--- src/epoch_to_calendar_assert.svh ---
// Assertion macros shared by the epoch_to_calendar RTL.
// Each macro expects the clock aclk and the active-low reset aresetn in scope.
`ifndef EPOCH_TO_CALENDAR_ASSERT_SVH
`define EPOCH_TO_CALENDAR_ASSERT_SVH

// The consequent must hold in the same cycle as the antecedent.
`define E2C_ASSERT_SAME(label, ante, cons, msg) \
    label: assert property (@(posedge aclk) disable iff (!aresetn) (ante) |-> (cons)) \
        else $error(msg);

// The consequent must hold in the cycle after the antecedent.
`define E2C_ASSERT_NEXT(label, ante, cons, msg) \
    label: assert property (@(posedge aclk) disable iff (!aresetn) (ante) |=> (cons)) \
        else $error(msg);

`endif

--- src/e2c_pkg.sv ---
// Constants and helper tables for the epoch_to_calendar block.
// No dependencies; used by epoch_to_calendar.
package e2c_pkg;

    // Calendar window reported by the block.
    localparam int BASE_YEAR = 2020;
    localparam int YEAR_SPAN = 64;

    // Field widths.
    localparam int TS_W   = 32;
    localparam int OFS_W  = 17;
    localparam int YEAR_W = 12;

    // Seconds from 1970-01-01 to 2000-03-01, both 00:00:00 UTC.
    localparam logic [TS_W-1:0] MAR2000_EPOCH = 32'(946684800 + 86400 * 60);

    // Cycle lengths in days of the March-first calendar.
    localparam int DAYS_100Y = 365 * 100 + 24;
    localparam int DAYS_4Y   = 365 * 4 + 1;
    localparam int DAYS_1Y   = 365;

    // Seconds per day split as 128 * 675, so the low 7 bits pass around the divider.
    localparam int DAY_LOW_BITS = 7;
    localparam int DAY_DIVISOR  = 86400 / 128;

    // Day within a March-first year at which each month starts (March first).
    localparam logic [8:0] MONTH_START [12] = '{
        9'd0, 9'd31, 9'd61, 9'd92, 9'd122, 9'd153,
        9'd184, 9'd214, 9'd245, 9'd275, 9'd306, 9'd337
    };

    // Month index 0..11 (0 = March) for a day of the March-first year.
    function automatic logic [3:0] month_index(input logic [8:0] day_of_year);
        logic [3:0] idx;
        idx = 4'd0;
        for (int i = 1; i < 12; i++) begin
            if (day_of_year >= MONTH_START[i]) begin
                idx = 4'(i);
            end
        end
        return idx;
    endfunction

endpackage

--- src/e2c_cdiv.sv ---
// Two-stage divider by a constant: reciprocal multiply, then one correction step.
// Uses no package items; instantiated by epoch_to_calendar.
module e2c_cdiv #(
    parameter int DW      = 25,
    parameter int QW      = 16,
    parameter int RW      = 10,
    parameter int DIVISOR = 675,
    parameter int SHIFT   = 35
) (
    input  logic          aclk,
    input  logic          en,
    input  logic [DW-1:0] dividend,
    output logic [QW-1:0] quotient,
    output logic [RW-1:0] remainder
);

    // The reciprocal is rounded down, so the estimate is the quotient or one less.
    localparam longint unsigned RECIP = (64'd1 << SHIFT) / DIVISOR;
    localparam int MW = $clog2(RECIP + 1);
    localparam logic [MW-1:0] RECIP_C = MW'(RECIP);
    localparam logic [DW-1:0] DIV_C   = DW'(DIVISOR);

    logic [DW+MW-1:0] prod;
    logic [QW-1:0]    est_next, est_reg;
    logic [DW-1:0]    dvd_reg;
    logic [DW-1:0]    back_prod;
    logic [DW-1:0]    diff;
    logic             fix;
    logic [QW-1:0]    quo_next, quo_reg;
    logic [RW-1:0]    rem_next, rem_reg;

    // First stage: quotient estimate from the reciprocal product.
    assign prod     = {{MW{1'b0}}, dividend} * {{DW{1'b0}}, RECIP_C};
    assign est_next = prod[SHIFT +: QW];

    always_ff @(posedge aclk) begin
        if (en) begin
            est_reg <= est_next;
            dvd_reg <= dividend;
        end
    end

    // Second stage: remainder of the estimate, bumped once if it reaches the divisor.
    assign back_prod = DW'(est_reg) * DIV_C;
    assign diff      = dvd_reg - back_prod;
    assign fix       = (diff >= DIV_C);
    assign quo_next  = est_reg + QW'(fix);
    assign rem_next  = fix ? RW'(diff - DIV_C) : RW'(diff);

    always_ff @(posedge aclk) begin
        if (en) begin
            quo_reg <= quo_next;
            rem_reg <= rem_next;
        end
    end

    assign quotient  = quo_reg;
    assign remainder = rem_reg;

endmodule

--- src/epoch_to_calendar.sv ---
// Top level of the Unix timestamp to calendar converter (nine-stage pipeline).
// Depends on e2c_pkg, e2c_cdiv and epoch_to_calendar_assert.svh.
//
// Channel   Direction  Handshake          Payload
// s_        in         s_tvalid/s_tready  s_tdata: timestamp
// m_        out        m_tvalid/m_tready  m_tuser: in_range; m_tdata: date and time
// cfg_      in         cfg_wen            cfg_wdata: time zone offset in seconds
//
// A result is offered from the output stage; one item can enter every cycle while the
// output is not stalled. The nine register stages are the offset stage, the day divider,
// the century stage, the 4-year divider (each divider a multiply and a correction stage),
// the year, month and output stages; hours and minutes are divided alongside.
// Reset clears the valid bits and the offset register to zero.
// A stalled output freezes the whole pipeline and drops s_tready in the same cycle.
`include "epoch_to_calendar_assert.svh"

module epoch_to_calendar (
    input  logic        aclk,
    input  logic        aresetn,
    // Configuration register.
    input  logic        cfg_wen,
    input  logic [16:0] cfg_wdata,   // time zone offset in seconds, two's complement
    // Input items.
    input  logic        s_tvalid,
    output logic        s_tready,
    input  logic [31:0] s_tdata,     // [31:0] timestamp
    // Result items.
    output logic        m_tvalid,
    input  logic        m_tready,
    output logic        m_tuser,     // [0] in_range
    output logic [31:0] m_tdata      // [5:0] year_offset, [9:6] month, [14:10] day,
                                     // [19:15] hour, [25:20] minute, [31:26] second
);

    localparam int NSTAGE = 9;
    localparam logic [e2c_pkg::YEAR_W-1:0] YEAR_LO = 12'(e2c_pkg::BASE_YEAR);
    localparam logic [e2c_pkg::YEAR_W-1:0] YEAR_HI =
        12'(e2c_pkg::BASE_YEAR + e2c_pkg::YEAR_SPAN - 1);

    logic                     en;
    logic [NSTAGE-1:0]        valid_next, valid_reg;
    logic [e2c_pkg::OFS_W-1:0] offset_reg;

    // Stage 1 signals.
    logic [31:0] shifted_t;
    logic [31:0] secs_next, secs_s1_reg;
    logic        pre_next, pre_s1_reg;

    // Stages 2 and 3 signals.
    logic [6:0]  lo7_s2_reg, lo7_s3_reg;
    logic        pre_s2_reg, pre_s3_reg;
    logic [15:0] days_s3;
    logic [9:0]  rday_s3;

    // Stage 4 signals.
    logic        c100_next, c100_s4_reg;
    logic [15:0] rd1_next, rd1_s4_reg;
    logic [16:0] rems_next, rems_s4_reg;
    logic        pre_s4_reg;

    // Stages 5 and 6 signals.
    logic        c100_s5_reg, c100_s6_reg;
    logic        pre_s5_reg, pre_s6_reg;
    logic [4:0]  c4_s6;
    logic [10:0] rd2_s6;
    logic [4:0]  hour_s6;
    logic [11:0] rh_s6;

    // Stage 7 signals.
    logic [1:0]  c1_next, c1_s7_reg;
    logic [8:0]  rd3_next, rd3_s7_reg;
    logic [4:0]  c4_s7_reg;
    logic        c100_s7_reg;
    logic [4:0]  hour_s7_reg;
    logic        pre_s7_reg;

    // Stage 8 signals.
    logic [3:0]  mon_next, mon_s8_reg;
    logic [4:0]  day_next, day_s8_reg;
    logic [11:0] years_next, years_s8_reg;
    logic [4:0]  hour_s8_reg;
    logic        pre_s8_reg;
    logic [5:0]  minute_s8;
    logic [5:0]  second_s8;

    // Stage 9 (output) signals.
    logic [3:0]  mon_shift;
    logic        mon_wrap;
    logic [3:0]  month_calc;
    logic [11:0] years_calc;
    logic        in_range_calc;
    logic        tuser_next, tuser_reg;
    logic [31:0] tdata_next, tdata_reg;

    // The whole pipeline advances unless a result is waiting on the output.
    assign en       = !valid_reg[NSTAGE-1] || m_tready;
    assign s_tready = en;
    assign m_tvalid = valid_reg[NSTAGE-1];
    assign m_tuser  = tuser_reg;
    assign m_tdata  = tdata_reg;

    // Offset register.
    always_ff @(posedge aclk) begin
        if (!aresetn) begin
            offset_reg <= '0;
        end else if (cfg_wen) begin
            offset_reg <= cfg_wdata;
        end
    end

    // Valid bits travel with the items.
    assign valid_next = {valid_reg[NSTAGE-2:0], s_tvalid};

    always_ff @(posedge aclk) begin
        if (!aresetn) begin
            valid_reg <= '0;
        end else if (en) begin
            valid_reg <= valid_next;
        end
    end

    // Stage 1: apply the offset with 32-bit wrap and count seconds from March 2000.
    assign shifted_t = s_tdata + {{(32 - e2c_pkg::OFS_W){offset_reg[e2c_pkg::OFS_W-1]}},
                                  offset_reg};
    assign pre_next  = (shifted_t < e2c_pkg::MAR2000_EPOCH);
    assign secs_next = shifted_t - e2c_pkg::MAR2000_EPOCH;

    always_ff @(posedge aclk) begin
        if (en) begin
            secs_s1_reg <= secs_next;
            pre_s1_reg  <= pre_next;
        end
    end

    // Stages 2 and 3: days and seconds of day, dividing the upper bits by 675.
    e2c_cdiv #(
        .DW(25), .QW(16), .RW(10), .DIVISOR(e2c_pkg::DAY_DIVISOR), .SHIFT(35)
    ) u_day_div (
        .aclk      (aclk),
        .en        (en),
        .dividend  (secs_s1_reg[31:e2c_pkg::DAY_LOW_BITS]),
        .quotient  (days_s3),
        .remainder (rday_s3)
    );

    always_ff @(posedge aclk) begin
        if (en) begin
            lo7_s2_reg <= secs_s1_reg[e2c_pkg::DAY_LOW_BITS-1:0];
            lo7_s3_reg <= lo7_s2_reg;
            pre_s2_reg <= pre_s1_reg;
            pre_s3_reg <= pre_s2_reg;
        end
    end

    // Stage 4: century split (the day count never reaches a 400-year cycle).
    assign c100_next = (days_s3 >= 16'(e2c_pkg::DAYS_100Y));
    assign rd1_next  = c100_next ? days_s3 - 16'(e2c_pkg::DAYS_100Y) : days_s3;
    assign rems_next = {rday_s3, lo7_s3_reg};

    always_ff @(posedge aclk) begin
        if (en) begin
            c100_s4_reg <= c100_next;
            rd1_s4_reg  <= rd1_next;
            rems_s4_reg <= rems_next;
            pre_s4_reg  <= pre_s3_reg;
        end
    end

    // Stages 5 and 6: 4-year cycles of the day, and hours of the second count.
    e2c_cdiv #(
        .DW(16), .QW(5), .RW(11), .DIVISOR(e2c_pkg::DAYS_4Y), .SHIFT(24)
    ) u_quad_div (
        .aclk      (aclk),
        .en        (en),
        .dividend  (rd1_s4_reg),
        .quotient  (c4_s6),
        .remainder (rd2_s6)
    );

    e2c_cdiv #(
        .DW(17), .QW(5), .RW(12), .DIVISOR(3600), .SHIFT(24)
    ) u_hour_div (
        .aclk      (aclk),
        .en        (en),
        .dividend  (rems_s4_reg),
        .quotient  (hour_s6),
        .remainder (rh_s6)
    );

    always_ff @(posedge aclk) begin
        if (en) begin
            c100_s5_reg <= c100_s4_reg;
            c100_s6_reg <= c100_s5_reg;
            pre_s5_reg  <= pre_s4_reg;
            pre_s6_reg  <= pre_s5_reg;
        end
    end

    // Stage 7: single years within the 4-year cycle; the last day stays in year three.
    always_comb begin
        c1_next = 2'd0;
        if (rd2_s6 >= 11'(e2c_pkg::DAYS_1Y)) begin
            c1_next = 2'd1;
        end
        if (rd2_s6 >= 11'(2 * e2c_pkg::DAYS_1Y)) begin
            c1_next = 2'd2;
        end
        if (rd2_s6 >= 11'(3 * e2c_pkg::DAYS_1Y)) begin
            c1_next = 2'd3;
        end
    end

    assign rd3_next = 9'(rd2_s6 - 11'(c1_next) * 11'(e2c_pkg::DAYS_1Y));

    always_ff @(posedge aclk) begin
        if (en) begin
            c1_s7_reg   <= c1_next;
            rd3_s7_reg  <= rd3_next;
            c4_s7_reg   <= c4_s6;
            c100_s7_reg <= c100_s6_reg;
            hour_s7_reg <= hour_s6;
            pre_s7_reg  <= pre_s6_reg;
        end
    end

    // Stages 7 and 8: minutes and seconds of the hour remainder.
    e2c_cdiv #(
        .DW(12), .QW(6), .RW(6), .DIVISOR(60), .SHIFT(16)
    ) u_min_div (
        .aclk      (aclk),
        .en        (en),
        .dividend  (rh_s6),
        .quotient  (minute_s8),
        .remainder (second_s8)
    );

    // Stage 8: month lookup and the March-first year number.
    assign mon_next   = e2c_pkg::month_index(rd3_s7_reg);
    assign day_next   = 5'(rd3_s7_reg - e2c_pkg::MONTH_START[mon_next] + 9'd1);
    assign years_next = 12'd2000 + 12'(c1_s7_reg) + {5'd0, c4_s7_reg, 2'd0}
                        + (c100_s7_reg ? 12'd100 : 12'd0);

    always_ff @(posedge aclk) begin
        if (en) begin
            mon_s8_reg   <= mon_next;
            day_s8_reg   <= day_next;
            years_s8_reg <= years_next;
            hour_s8_reg  <= hour_s7_reg;
            pre_s8_reg   <= pre_s7_reg;
        end
    end

    // Stage 9: move to a January-first year, check the window and zero out-of-range items.
    assign mon_shift     = mon_s8_reg + 4'd2;
    assign mon_wrap      = (mon_shift >= 4'd12);
    assign month_calc    = mon_wrap ? mon_shift - 4'd11 : mon_shift + 4'd1;
    assign years_calc    = years_s8_reg + 12'(mon_wrap);
    assign in_range_calc = !pre_s8_reg && (years_calc >= YEAR_LO) && (years_calc <= YEAR_HI);

    always_comb begin
        tuser_next = 1'b0;
        tdata_next = '0;
        if (in_range_calc) begin
            tuser_next = 1'b1;
            tdata_next = {second_s8, minute_s8, hour_s8_reg, day_s8_reg, month_calc,
                          6'(years_calc - YEAR_LO)};
        end
    end

    always_ff @(posedge aclk) begin
        if (en) begin
            tuser_reg <= tuser_next;
            tdata_reg <= tdata_next;
        end
    end

    // Checks on the pipeline control and the result encoding.
    `E2C_ASSERT_SAME(a_ready_only_on_stall, !s_tready, m_tvalid && !m_tready, "input blocked without an output stall")
    `E2C_ASSERT_NEXT(a_accept_enters, s_tvalid && s_tready, valid_reg[0], "accepted item missing in first stage")
    `E2C_ASSERT_SAME(a_zero_when_out, m_tvalid && !m_tuser, m_tdata == 32'd0, "out-of-range item carries nonzero fields")
    `E2C_ASSERT_SAME(a_month_legal, m_tvalid && m_tuser, (m_tdata[9:6] >= 4'd1) && (m_tdata[9:6] <= 4'd12) && (m_tdata[14:10] >= 5'd1), "month or day out of range")
    `E2C_ASSERT_SAME(a_time_legal, m_tvalid && m_tuser, (m_tdata[19:15] < 5'd24) && (m_tdata[25:20] < 6'd60) && (m_tdata[31:26] < 6'd60), "time of day out of range")

endmodule
--- config.mk ---
export PLATFORM = sky130hd
export DESIGN_NAME = epoch_to_calendar
export DESIGN_NICKNAME = d
export VERILOG_FILES = /design/src/e2c_pkg.sv /design/src/e2c_cdiv.sv /design/src/epoch_to_calendar.sv
export VERILOG_INCLUDE_DIRS = /design/src /design/src/src
export SDC_FILE = /design/constraint.sdc
export NUM_CORES = 2
export LEC_CHECK = 0
export BUFFER_PORTS_ARGS = -buffer_cell sky130_fd_sc_hd__buf_2
export CAP_MARGIN = 10
export CORE_MARGIN = 4
export CORE_UTILIZATION = 66
export DETAILED_ROUTE_END_ITERATION = 6
export PLACE_DENSITY = 0.8
export SYNTH_ARGS = -nofsm -noshare
export SYNTH_HDL_FRONTEND = slang
export SYNTH_SLANG_ARGS = --single-unit
--- constraint.sdc ---
create_clock -name aclk -period 13.98 [get_ports aclk]
set_input_delay 2.796 -clock aclk [delete_from_list [all_inputs] [get_ports aclk]]
set_output_delay 2.796 -clock aclk [all_outputs]
set_load 0.01 [all_outputs]
Yosys cells after proc, flatten, opt, wreduce, memory -nomap -nowiden
Memories as Yosys holds them, arrays and structs flattened.
Cells that the tools add are included.
{"block": "word_totals", "mem_count": 1, "romBits": 144, "ff_bits": 370, "out_inout_bits": 35}
{"name": "(no name shown)", "words": 16, "width": 9, "read_ports": 1, "rd_ports_with_merged_regs": 0, "write_ports": 0, "line": "epoch_to_calendar.sv:239", "text": "assign day_next = 5'(rd3_s7_reg - e2c_pkg::MONTH_START[mon_next] + 9'd1);"}
{"block": "classes", "n_reduce_logical": 5, "add_sub_neg": 26, "n_lt_le_gt_ge": 24, "n_mul": 9, "bitwise": 1, "muxes": 24}
{"operator": "$mul 25x24->49 const B", "n": 1}
{"operator": "$mux 4", "n": 11}
{"operator": "$ge 9x8->1 const B", "n": 4}
{"operator": "$add 32x32->32", "n": 1}
{"operator": "$lt 32x30->1 const B", "n": 1}
{"operator": "$sub 32x30->32 const B", "n": 1}
{"operator": "$mul 16x14->29 const B", "n": 1}
{"operator": "$ge 9x9->1 const B", "n": 3}
{"operator": "$mul 17x11->27 const B", "n": 1}
{"operator": "$ge 25x10->1 const B", "n": 1}
{"operator": "$mul 16x10->25 const B", "n": 1}
{"operator": "$sub 25x25->25", "n": 1}
{"operator": "$add 12x7->12", "n": 2}
{"operator": "$mul 12x9->20 const B", "n": 1}
{"operator": "$ge 9x7->1 const B", "n": 2}
{"operator": "$ge 17x12->1 const B", "n": 1}
{"operator": "$sub 17x17->17", "n": 1}
{"operator": "$add 16x1->16", "n": 1}
{"operator": "$ge 16x11->1 const B", "n": 1}
{"operator": "$ge 16x16->1 const B", "n": 1}
{"operator": "$mul 5x11->16 const B", "n": 1}
{"operator": "$mux 16", "n": 1}
{"operator": "$sub 16x16->16", "n": 1}
{"operator": "$sub 16x16->16 const B", "n": 1}
{"operator": "40 further kinds", "n": 48}

Longest topological paths before layout
{"block": "depth", "ltp_word": 18, "depth_mapped": 27}

By module
A second synthesis with hierarchy kept.
{"block": "hier_totals", "cells_unflattened": 3853, "area_unflattened_um2": 41586.1}
{"mod": "e2c_cdiv (u_day_div)", "seq_area_each_um2": 2011.9, "cells_per_inst": 1494, "area_each_um2": 15522.4, "instances": 1}
{"mod": "epoch_to_calendar", "seq_area_each_um2": 5655.4, "cells_per_inst": 906, "area_each_um2": 10566.4, "instances": 1}
{"mod": "e2c_cdiv (u_quad_div)", "seq_area_each_um2": 1111.1, "cells_per_inst": 738, "area_each_um2": 7390.8, "instances": 1}
{"mod": "e2c_cdiv (u_hour_div)", "seq_area_each_um2": 1171.1, "cells_per_inst": 445, "area_each_um2": 5126.2, "instances": 1}
{"mod": "e2c_cdiv (u_min_div)", "seq_area_each_um2": 900.9, "cells_per_inst": 270, "area_each_um2": 2980.4, "instances": 1}

Worst setup path after synthesis
No wires, ideal clock.
{"block": "synth_path", "kind": "in2reg", "startpoint": "in m_tready", "endpoint": "reg c100_s4_reg (enable)", "setup_slack_ns": 1.487, "cell_stages": 3, "setup_ns": 2.878, "arrival_ns": 9.615, "path_buffers": 1, "path_cell_list": "nor2b_1 > clkbuf_1 > clkinv_1"}
{"block": "synth_via", "elab_chain_cells": 1}
{"element": "start: declaration", "line": "epoch_to_calendar.sv:29", "text": "input logic m_tready,"}
{"element": "$logic_or 1x1->1", "line": "epoch_to_calendar.sv:96", "text": "assign en = !valid_reg[NSTAGE-1] || m_tready;"}
{"element": "net s_tready", "line": "epoch_to_calendar.sv:25", "text": "output logic s_tready,"}
{"element": "end signal: assignment", "line": "epoch_to_calendar.sv:162", "text": "c100_s4_reg <= c100_next;"}
{"element": "end: declaration", "line": "epoch_to_calendar.sv:56", "text": "logic c100_next, c100_s4_reg;"}
The timed path passes the listed nets, and every way through them passes these cells.
A chain may end at the register's enable or synchronous reset.

Final worst setup path
{"block": "layout_path", "startpoint": "reg secs_s1_reg[17]", "endpoint": "reg u_day_div.est_reg[15] (data pin)"}
{"block": "layout_via", "elab_chain_cells": 1}
{"element": "start: declaration", "line": "epoch_to_calendar.sv:46", "text": "logic [31:0] secs_next, secs_s1_reg;"}
{"element": "start signal: assignment", "line": "epoch_to_calendar.sv:130", "text": "secs_s1_reg <= secs_next;"}
{"element": "$mul 25x24->49", "line": "e2c_cdiv.sv:33", "text": "assign prod = {{MW{1'b0}}, dividend} * {{DW{1'b0}}, RECIP_C};"}
{"element": "net u_day_div.prod[50]", "line": "e2c_cdiv.sv:23", "text": "logic [DW+MW-1:0] prod;"}
{"element": "end signal: assignment", "line": "e2c_cdiv.sv:38", "text": "est_reg <= est_next;"}
{"element": "end: declaration", "line": "e2c_cdiv.sv:24", "text": "logic [QW-1:0] est_next, est_reg;"}
The timed path passes the listed nets, and every way through them passes these cells.

==> results.sh <==
export IMPL_ys_warn_count=0
export IMPL_portBuffers=88
export IMPL_maxClockFrequency_ghz=0.137
export IMPL_setup_viol=0
export IMPL_die_w_um=255
export IMPL_tritoncts="done"
export IMPL_max_cap_violations=0
export IMPL_fin_crit_sh_pct=52.3
export IMPL_synthFlopType="edfxtp_1"
export IMPL_final_common_cell="ha_1"
export IMPL_htree_levels=2
export IMPL_ys_ff_latch=370
export IMPL_grt_max_degree=113
export IMPL_synth_area_leader_cell="ha_1"
export IMPL_start_util_pct=66.7
export IMPL_grt_pass1_vias=27100
export IMPL_gr_total_overflow=0
export IMPL_status="complete, no violations"
export IMPL_wl_per_cell_um=16.1
export IMPL_core_region_area_mm2=0.0604
export IMPL_nNetsFinal=5062
export IMPL_grt_setup_unrepaired="false"
export IMPL_slew_viol_final=0
export IMPL_routabilityCongestion=0.883
export IMPL_skew_ns=0.0315
export IMPL_cts_sinks=370
export IMPL_die_h_um=255
export IMPL_root_buffer="clkbuf_16"
export IMPL_period_needed_ns=7.32
export IMPL_ys_async_sr_fraction_pct=0
export IMPL_synth_top_area_share_pct=25.7
export IMPL_cp_max_fo=11
export IMPL_track_usage_pct=23.9
export IMPL_syn_inst=3716
export IMPL_finalSetupTns_ns=0
export IMPL_ant_nets=0
export IMPL_worst_setup_path_end_kind="flip-flop"
export IMPL_yosysUniqueCellTypes=86
export IMPL_dp_hpwl_um=59200
export IMPL_hold_viol_final=0
export IMPL_place_ws_ns=6.74
export IMPL_antenna_found_initial=1
export IMPL_worstPathArrival_ns=7.63
export IMPL_postCtsSetupBuffers=0
export IMPL_routed_via_density=5.66
export IMPL_die_area_mm2=0.0651
export IMPL_syn_to_final_growth_pct=6.44
export IMPL_grt_pass1_wl_um=128000
export IMPL_vias=26100
export IMPL_pin_count=89
export IMPL_mostFrequentLayoutCells="828 x ha_1, 717 x inv_1, 367 x fa_1"
export IMPL_synthTopCellsByArea="ha_1 26%, edfxtp_1 26%, fa_1 18%, inv_1 6.7%, xnor2_1 3.3%"
export IMPL_hold_buffers=0
export IMPL_maxSlewHeadroom_pct=37.1
export IMPL_fin_ws_ns=6.66
export IMPL_holdPathStages=0
export IMPL_wl_um=74300
export IMPL_min_path_type="flip-flop to flip-flop"
export IMPL_ff2ff_path_depth=18
export IMPL_start_kind="flip-flop"
export IMPL_cts_buffers=41
export IMPL_synth_edf_count=344
export IMPL_drc_errors=0
export IMPL_rows=90
export IMPL_worstSetupPathType="flip-flop to flip-flop"
export IMPL_syn_nets=4965
export IMPL_clk_latency_ns=0.58
export IMPL_syn_area_mm2=0.0403
export IMPL_yosysSeqAreaShare_pct=26.9
export IMPL_fillCellCount=4238
export IMPL_tightestPinTransition_ns=0.931
export IMPL_drtIter0Drc=1236
export IMPL_dr_pass1_iters=5
export IMPL_cts_resized=0
export IMPL_diodes=0
export IMPL_cts_path_max_buffers=3
export IMPL_post_route_util_pct=71.0
export IMPL_cp_required_ns=14.29
export IMPL_layout_drive_gt1_share_pct=4.58
export IMPL_clkTransAtPathRegs_ns=0.06
export IMPL_syn_avg_cell_area_um2=10.8
-- cells by family after synthesis --
kind of cell | share of synthesized area (%)
AOI/OAI and AO/OA | 8.66
xor gates and xnor gates | 5.03
adders and majority gates | 44.0
buffers and inverters | 7.12
DFF | 26.9
muxes | 0.761
and+or+nand+nor | 7.51
-- cell type report --
type | count | area (um2) | share of cell area (%)
Multi-Input combinational cell | 2589 | 26600 | 62.0
Timing Repair Buffer | 93 | 478 | 1.11
Tap cell | 782 | 978 | 2.28
Inverter | 718 | 2700 | 6.30
Clock inverter | 19 | 228 | 0.531
Clock buffer | 51 | 1070 | 2.50
Sequential cell | 370 | 10900 | 25.3
-- worst paths after layout --
kind	from	to	slack, ns
max	secs_s1_reg[17]	u_day_div.est_reg[15]	6.66
min	pre_s5_reg	pre_s6_reg	0.40
max reg2reg	secs_s1_reg[17]	u_day_div.est_reg[15]	6.66
min reg2reg	pre_s5_reg	pre_s6_reg	0.40
-- through the flow --
step | hold slack, ns | area, um2 | cells
2_1_floorplan | 0.400 | 40300 | 3716
3_3_place_gp | 0.400 | 41600 | 4552
3_5_place_dp | 0.405 | 41600 | 4552
4_1_cts | 0.401 | 42900 | 4622
5_1_grt | 0.414 | 42900 | 4622
6_report | 0.403 | 42900 | 4622
-- worst max-delay path, stage by stage (launching register included) --
cell,delay [ns]
edfxtp_1,0.72
fa_1,0.58
ha_1,0.29
inv_1,0.05
fa_1,0.53
inv_1,0.05
fa_1,0.55
fa_1,0.45
fa_1,0.53
fa_1,0.57
ha_1,0.20
o21ai_0,0.15
a2111oi_0,0.66
o221ai_1,0.40
a21boi_0,0.53
o221ai_1,0.27
o21bai_1,0.26
a21oi_1,0.12
xnor2_1,0.12
-- cells in the mapped netlist, types with 7 or more instances --
library cell / count
ha_1: 828
inv_1: 717
fa_1: 367
edfxtp_1: 344
xnor2_1: 153
a21oi_1: 151
nand2_1: 141
nor2_1: 136
o21ai_0: 97
xor2_1: 76
a21o_1: 70
nor3_1: 51
nand3_1: 50
nor2b_1: 45
and2_1: 43
nand4_1: 31
nand2b_1: 29
clkbuf_1: 28
dfxtp_1: 26
mux2i_1: 25
o211ai_1: 25
and3_1: 20
o21a_1: 20
a21boi_0: 18
a31oi_1: 18
o21bai_1: 18
a211oi_1: 16
nor4_1: 12
or3_1: 9
a2111oi_0: 8
a211o_1: 7
buf_2: 7
o31ai_1: 7
-- metal layers --
metal | GRT usage, % | wire length (um) | up-vias
li1 | - | - | 12900
met1 | 30.9 | 31800 | 12600
met2 | 43.3 | 37700 | 480
met3 | 2.96 | 3000 | 143
met4 | 5.83 | 1750 | 0
met5 | 0 | 0 | -
Power is not shown: default switching activity piles up to over one toggle a cycle in this logic, so the estimate is an artifact.
